**config.mk**
```make
export PLATFORM = sky130hd
export DESIGN_NAME = mmdf_decode
export DESIGN_NICKNAME = d
export VERILOG_FILES = /design/src/design/mmdf_pkg.sv /design/src/design/mmdf_decode.sv
export SDC_FILE = /design/constraint.sdc
export NUM_CORES = 1
export LEC_CHECK = 0
export ABC_AREA = 1
export BUFFER_PORTS_ARGS = -buffer_cell sky130_fd_sc_hd__clkbuf_2
export CAP_MARGIN = 20
export CORE_MARGIN = 4
export CORE_UTILIZATION = 43
export DETAILED_ROUTE_END_ITERATION = 10
export PLACE_DENSITY_LB_ADDON = 0.15
export SLEW_MARGIN = 30
export SYNTH_ARGS = -nofsm -noshare
export SYNTH_HDL_FRONTEND = slang
export SYNTH_SLANG_ARGS = --single-unit
```
**constraint.sdc**
```tcl
create_clock -name vclk -period 2.2
set_input_delay 0.33 -clock vclk [all_inputs]
set_output_delay 0.33 -clock vclk [all_outputs]
set_load 0.005 [all_outputs]
```
**src/design/mmdf_pkg.sv**
```systemverilog
// ----------------------------------------------------------------------------
// mmdf_pkg: shared types and constants for the memory map / display fetch
// Operation codes, configuration indexes, address map constants and the
// window remap of the alternate machine.
// ----------------------------------------------------------------------------
package mmdf_pkg;

    localparam int unsigned STORE_BYTES = 65536;

    localparam int unsigned ADDR_BITS  = 16;
    localparam int unsigned CFG_IDX_W  = 3;
    localparam int unsigned CFG_DATA_W = 16;

    typedef enum logic [1:0] {
        OP_READ  = 2'd0,
        OP_WRITE = 2'd1,
        OP_FETCH = 2'd2,
        OP_LOAD  = 2'd3
    } t_op;

    typedef enum logic [2:0] {
        ST_CLEAR,
        ST_IDLE,
        ST_READ,
        ST_PAT,
        ST_HOLD
    } t_state;

    // configuration register indexes
    localparam logic [CFG_IDX_W-1:0] CFG_MODE       = 3'd0;
    localparam logic [CFG_IDX_W-1:0] CFG_PROTECT    = 3'd1;
    localparam logic [CFG_IDX_W-1:0] CFG_ROM_TOP    = 3'd2;
    localparam logic [CFG_IDX_W-1:0] CFG_RAM_TOP    = 3'd3;
    localparam logic [CFG_IDX_W-1:0] CFG_MIRROR     = 3'd4;
    localparam logic [CFG_IDX_W-1:0] CFG_FAST       = 3'd5;
    localparam logic [CFG_IDX_W-1:0] CFG_TRUE_HIRES = 3'd6;

    localparam logic [1:0] MODE_ALT = 2'd2;

    localparam logic [ADDR_BITS-1:0] ALT_WR_FLOOR = 16'h2000;
    localparam logic [ADDR_BITS-1:0] ALT_BLANK_LO = 16'h2800;
    localparam logic [ADDR_BITS-1:0] ALT_BLANK_HI = 16'h2fff;
    localparam logic [7:0]           HIRES_I_MIN  = 8'd32;

    typedef struct packed {
        logic [1:0]           mode;
        logic                 protect_rom;
        logic [ADDR_BITS-1:0] rom_top;
        logic [ADDR_BITS-1:0] ram_top;
        logic                 mirror_upper_ram;
        logic                 fast_mode;
        logic                 true_hires;
    } t_cfg;

    localparam t_cfg CFG_RESET = '{
        mode:             2'd1,
        protect_rom:      1'b1,
        rom_top:          16'd8191,
        ram_top:          16'd32767,
        mirror_upper_ram: 1'b0,
        fast_mode:        1'b0,
        true_hires:       1'b0
    };

    // one decoded store access
    typedef struct packed {
        logic [ADDR_BITS-1:0] addr;
        logic                 we;
        logic                 force_ff;
        logic                 display;
    } t_access;

    // five 1K windows moved up in the alternate machine (windows are disjoint)
    function automatic logic [ADDR_BITS-1:0] remap_alt(input logic [ADDR_BITS-1:0] a);
        logic [ADDR_BITS-1:0] ofs;
        ofs = '0;
        if (a >= 16'h2000 && a <= 16'h23ff) ofs = 16'h0400;
        if (a >= 16'h2800 && a <= 16'h2bff) ofs = 16'h0400;
        if (a >= 16'h3000 && a <= 16'h33ff) ofs = 16'h0c00;
        if (a >= 16'h3400 && a <= 16'h37ff) ofs = 16'h0800;
        if (a >= 16'h3800 && a <= 16'h3bff) ofs = 16'h0400;
        return a + ofs;
    endfunction

endpackage

```
**src/design/mmdf_decode.sv**
```systemverilog
// ----------------------------------------------------------------------------
// mmdf_decode: access decoder
// Maps one request to a store address, write enable, forced 0xff read and
// display-fetch flag under the current machine configuration.
// ----------------------------------------------------------------------------
module mmdf_decode (
    input  mmdf_pkg::t_cfg                     i_cfg,
    input  mmdf_pkg::t_op                      i_op,
    input  logic [mmdf_pkg::ADDR_BITS-1:0]     i_addr,
    output mmdf_pkg::t_access                  o_acc
);

    logic [mmdf_pkg::ADDR_BITS-1:0] remapped;
    logic [mmdf_pkg::ADDR_BITS-1:0] low_half;
    logic                           alt;

    always_comb begin
        remapped = mmdf_pkg::remap_alt(i_addr);
        low_half = {1'b0, i_addr[mmdf_pkg::ADDR_BITS-2:0]};
        alt      = (i_cfg.mode == mmdf_pkg::MODE_ALT);
        o_acc    = '0;
        o_acc.addr = i_addr;
        case (i_op)
            mmdf_pkg::OP_READ: begin
                if (alt) begin
                    o_acc.addr     = remapped;
                    o_acc.force_ff = (remapped >= mmdf_pkg::ALT_BLANK_LO) &&
                                     (remapped <= mmdf_pkg::ALT_BLANK_HI);
                end else if (i_addr[mmdf_pkg::ADDR_BITS-1] && i_cfg.mirror_upper_ram) begin
                    o_acc.addr = low_half;
                end else begin
                    o_acc.force_ff = (i_addr > i_cfg.ram_top);
                end
            end
            mmdf_pkg::OP_WRITE: begin
                if (alt) begin
                    o_acc.addr = remapped;
                    o_acc.we   = (i_addr >= mmdf_pkg::ALT_WR_FLOOR);
                end else begin
                    o_acc.we = !(i_cfg.protect_rom && (i_addr <= i_cfg.rom_top));
                end
            end
            mmdf_pkg::OP_LOAD: begin
                o_acc.we = 1'b1;
            end
            mmdf_pkg::OP_FETCH: begin
                // alternate machine fetches the raw address, no display trick
                if (!alt) begin
                    o_acc.addr     = low_half;
                    o_acc.force_ff = (low_half > i_cfg.ram_top);
                    o_acc.display  = i_addr[mmdf_pkg::ADDR_BITS-1];
                end
            end
            default: begin
                o_acc = '0;
            end
        endcase
    end

endmodule

```
==> impl_metrics.ini, run 1 <==
[finish]
n_fill_cell = 307
fin_util = 0.618
num-clock-buffers = 0
seqCellArea_um2 = 0
multi_input_area_mm2 = 0.00111
antenna_cells = 0
seq_cells = 0
fin_nets = 405
drive_above_1_share = 0.353
syn_to_final_growth_pct = 38.8

[timing]
final_hold_viol_count = 0
max_slew_margin = 0.792
min_period_ns = 2.44
slew_viol_final = 0
max_freq_mhz = 410
period_share = 1.11
worst_slack_ns = -0.236
rsz0062_at_grt = yes
holdWs_ns = 0.844
tightest_slew_ns = 0.310
setup_viol = 2

[setup_path]
cp_max_fo = 3
cp_data_arrival_time_ns = 2.11
crit_type = in -> out
cpMostUsedCell = nand2_1
path_cells = buf_8 > nor4_4 > ha_2 > inv_2 > fa_2 > xnor2_2 > nor2_2 > nand2_1 > nor2_2 > nand2_1 > a21oi_2 > nand2_1 > nand2_1 > buf_2
worstPathBufferInverterCount = 3
critPathCaptureType = output port
cpPeakStageDelay_ns = 0.37
crit_family = simple AND/OR/NAND/NOR gates
crit_required_ns = 1.87
start_kind = input pin
slowest_stage = fa_2

[yosys]
netlist-cell-type-count = 25
syn_area_per_cell_um2 = 5.76
synth_area_mm2 = 0.00135
yosysSeqAreaShare = 0
synth_nets = 325
synth-warning-count = 0
syn_inst = 234

[placed_design]
dp_hpwl_um = 3030
portBuffers = 73
gp_congestion = 0.892

[detailed_routing]
viasPerCell = 4.45
wl_um = 3490
wl_per_cell_um = 9.79
drt-initial-drc-count = 60
vias = 1584
firstDrtPassIters = 4
remaining_drc_errors = 0
ant_nets = 0

[grt]
antenna_found_initial = 0
met3_usage = 0.00879
grt_busiest_layer = met2
overflow = 0
grt_pass1_wl_um = 5490
use_met1 = 0.220
grt_usage = 0.157
grt_max_degree = 10
grt_pass1_vias = 1362
grtUsageMet2 = 0.277

[floorplanning]
start_util = 0.445
num_rows = 20
die_area_mm2 = 0.00410
die_h_um = 64.0
ios = 75
die_w_um = 64.0
core_mm2 = 0.00303

[power]
powerDensity_mw_per_mm2 = 169
p_leak_nw = 1.22
peakVddDrop_v = 0.0000786

[job]
maxCapViolCount = 0

[worst_hold_path]
min-delay-path-class = in -> out

[run_status]
status = finished with violations
violations = setup timing

[clocking]
ctsHoldBuffers = 0
## cell usage in the layout (no fill, tap or decap), types with 3 or more instances in the layout
| cell type | instances |
|---|---|
| inv_2 | 4 |
| buf_4 | 14 |
| nor2_2 | 6 |
| o21ai_0 | 5 |
| clkbuf_2 | 69 |
| nand3_1 | 7 |
| nand2_1 | 61 |
| a21oi_1 | 15 |
| nand4_1 | 4 |
| nor2_1 | 14 |
| nand2_2 | 3 |
| ha_1 | 33 |
| o21ai_1 | 4 |
| inv_1 | 51 |
## synth_stat cells, types with 2 or more instances
master	n	area, um2
buf_4	10	75.1
nand2_1	63	236
nor2_1	16	60.1
nand3_1	7	35.0
inv_1	53	199
nor2_2	4	25.0
a21oi_1	16	80.1
ha_1	34	425
nor4_1	3	18.8
o21ai_1	2	10.0
inv_2	2	7.51
nand4_1	4	25.0
o21ai_0	8	40.0
## timing repair
action | CTS | global route
pin swaps | 2 | 8
gates resized for setup | 4 | 17
buffers inserted | 1 | 2
setup endpoints to repair | 3 | 5
## kinds of logic after synthesis
kind of cell | count (synthesis) | share of synthesized area
simple gates | 101 | 0.324
buf+inv | 65 | 0.209
fa+ha+maj | 35 | 0.330
compound gates | 32 | 0.131
xor+xnor | 1 | 0.00649
## metrics by stage
stage	area (um2)	worst slack [ns]	power (mW)	std cells	TNS, ns
after global placement	1800	-0.203	0.298	353	-0.262
after detailed placement	1800	-0.225	0.302	353	-0.334
final	1870	-0.236	0.317	356	-0.266
after CTS	1820	-0.223	0.308	354	-0.283
after global routing	1870	-0.350	0.368	356	-0.646
after floorplan	1360	0.0610	0.179	234	0
## per-layer routing
layer | part of all wire | wire (um) | vias up
met5 | 0 | 0 | -
met4 | 0 | 0 | 0
met3 | 0.067 | 235 | 0
met2 | 0.46 | 1600 | 58
met1 | 0.47 | 1650 | 634
li1 | - | - | 892
## path summary, 6_finish.rpt
| path | from | endpoint | cells after the start |
|---|---|---|---|
| hold / removal | i_addr[0] | o_acc[3] | 2 |
| setup / recovery | i_addr[14] | o_acc[1] | 14 |
## final cells by class
cell class / count / area share
inverter: 55 / 0.110
multi-input combinational: 169 / 0.594
tap: 44 / 0.0294
timing repair buffer: 88 / 0.266
## power breakdown
group          switching (mW)  internal [mW]  total (mW)
sequential                  0              0           0
clock                       0              0           0
combinational           0.166          0.150       0.317
Note: power is estimated with default switching activity, not from simulation.
==> inputs of run 2 (changes only) <==
Settings changed: PLACE_DENSITY set to 0.87, PLACE_DENSITY_LB_ADDON 0.15 to unset, REMOVE_ABC_BUFFERS set to 1.
==> impl_metrics.ini, run 2 (synthesis results as in run 1) <==
[run_status]
status = finished with violations
violations = setup timing

[timing]
max_freq_mhz = 416
tightest_slew_ns = 0.300
slew_viol_final = 0
max_slew_margin = 0.799
min_period_ns = 2.41
setup_viol = 3
final_hold_viol_count = 0
worst_slack_ns = -0.205
period_share = 1.09
setup_tns_ns = -0.278
rsz0062_at_grt = yes

[finish]
drive_above_1_share = 0.389
layout_common_cells = clkbuf_2 (68), nand2_1 (56), inv_1 (50)
syn_to_final_growth_pct = 45.3
num-clock-buffers = 0
seqCellArea_um2 = 0
fin_util = 0.647
fin_area_mm2 = 0.00196
fin_nets = 407
final_common_cell = clkbuf_2
seq_cells = 0
antenna_cells = 0

[setup_path]
cp_data_arrival_time_ns = 2.08
crit_type = in -> out
path_cells = buf_8 > nor4_4 > ha_2 > inv_2 > fa_2 > xnor2_1 > nor2_2 > nand2_1 > nor2_2 > nand2_1 > a21oi_2 > nand2_1 > nand2_1 > clkbuf_2
slowest_stage = fa_2
cpPeakStageDelay_ns = 0.36
cpMostUsedCell = nand2_1
worstPathBufferInverterCount = 3
crit_required_ns = 1.87
start_kind = input pin
crit_family = simple AND/OR/NAND/NOR gates
cp_max_fo = 3
critPathCaptureType = output port

[power]
p_clk_frac = 0
switchingPower_uw = 180
powerDensity_mw_per_mm2 = 176
peakVddDrop_v = 0.0000877
p_leak_nw = 1.24
power_uw = 344
power_frac_seq = 0
p_int_uw = 164
power_frac_comb = 1.000
netSwitchingFraction = 0.524

[grt]
grt_max_degree = 10
grt_usage = 0.165
overflow = 0
antenna_found_initial = 0
grt_pass1_wl_um = 5820
grt_pass1_vias = 1529

[floorplanning]
die_w_um = 64.0
die_h_um = 64.0
die_area_mm2 = 0.00410
ios = 75
num_rows = 20
start_util = 0.445
core_mm2 = 0.00303

[worst_hold_path]
min-delay-path-class = in -> out

[placed_design]
gp_congestion = 0.939
dp_hpwl_um = 3190
placed_cell_area_mm2 = 0.00178
portBuffers = 73

[detailed_routing]
vias = 1666
wl_um = 3870
ant_nets = 0
firstDrtPassIters = 4
drt-initial-drc-count = 87
wl_per_cell_um = 10.8
remaining_drc_errors = 0
viasPerCell = 4.65

[clocking]
ctsHoldBuffers = 0

[job]
maxCapViolCount = 0
==> run 2: changes by cell type in the layout (fill, tap and decap cells not counted), sizes merged <==
cell	before	now
buf	19	22
clkbuf	69	68
==> run 2: final cells by class <==
type,instances,area (um2)
fill,291,1070
multi-input combinational,169,1160
inverter,55,206
timing repair buffer,90,534
tap,44,55.1
==> run 2: what timing repair did <==
item | in CTS | in global routing
pin swaps | 2 | 18
endpoints found under the setup margin | 5 | 6
setup buffers | 0 | 5
gates resized for setup | 6 | 38
endpoints found under the hold margin | 0 | 0
==> run 2: per-stage QoR <==
step                setup slack, ns  cells  hold slack [ns]
global placement             -0.302    353            0.851
detailed placement           -0.324    353            0.853
finish                       -0.205    358            0.851
CTS                          -0.252    353            0.852
global route                 -0.344    358            0.868
floorplan                 -0.000908    224            0.660
==> run 2: metal layers <==
layer,up-vias,wire (um),GRT usage
li1,891,-,-
met1,719,1530,0.203
met2,50,2040,0.323
met3,6,257,0.0123
met4,0,51,0.00539
met5,-,0,0
==> run 2: final timing paths <==
check  startpoint        to  slack [ns]  cells past startpoint
max    i_addr[10]  o_acc[1]       -0.21                     14
min     i_addr[0]  o_acc[3]        0.85                      2
==> run 2: power by group through the flow <==
stage                     Sequential, mW  Clock, mW  Combinational [mW]
after global routing                   0          0               0.395
after detailed placement               0          0               0.303
final                                  0          0               0.344
after CTS                              0          0               0.307
after global placement                 0          0               0.293
after floorplan                        0          0               0.164
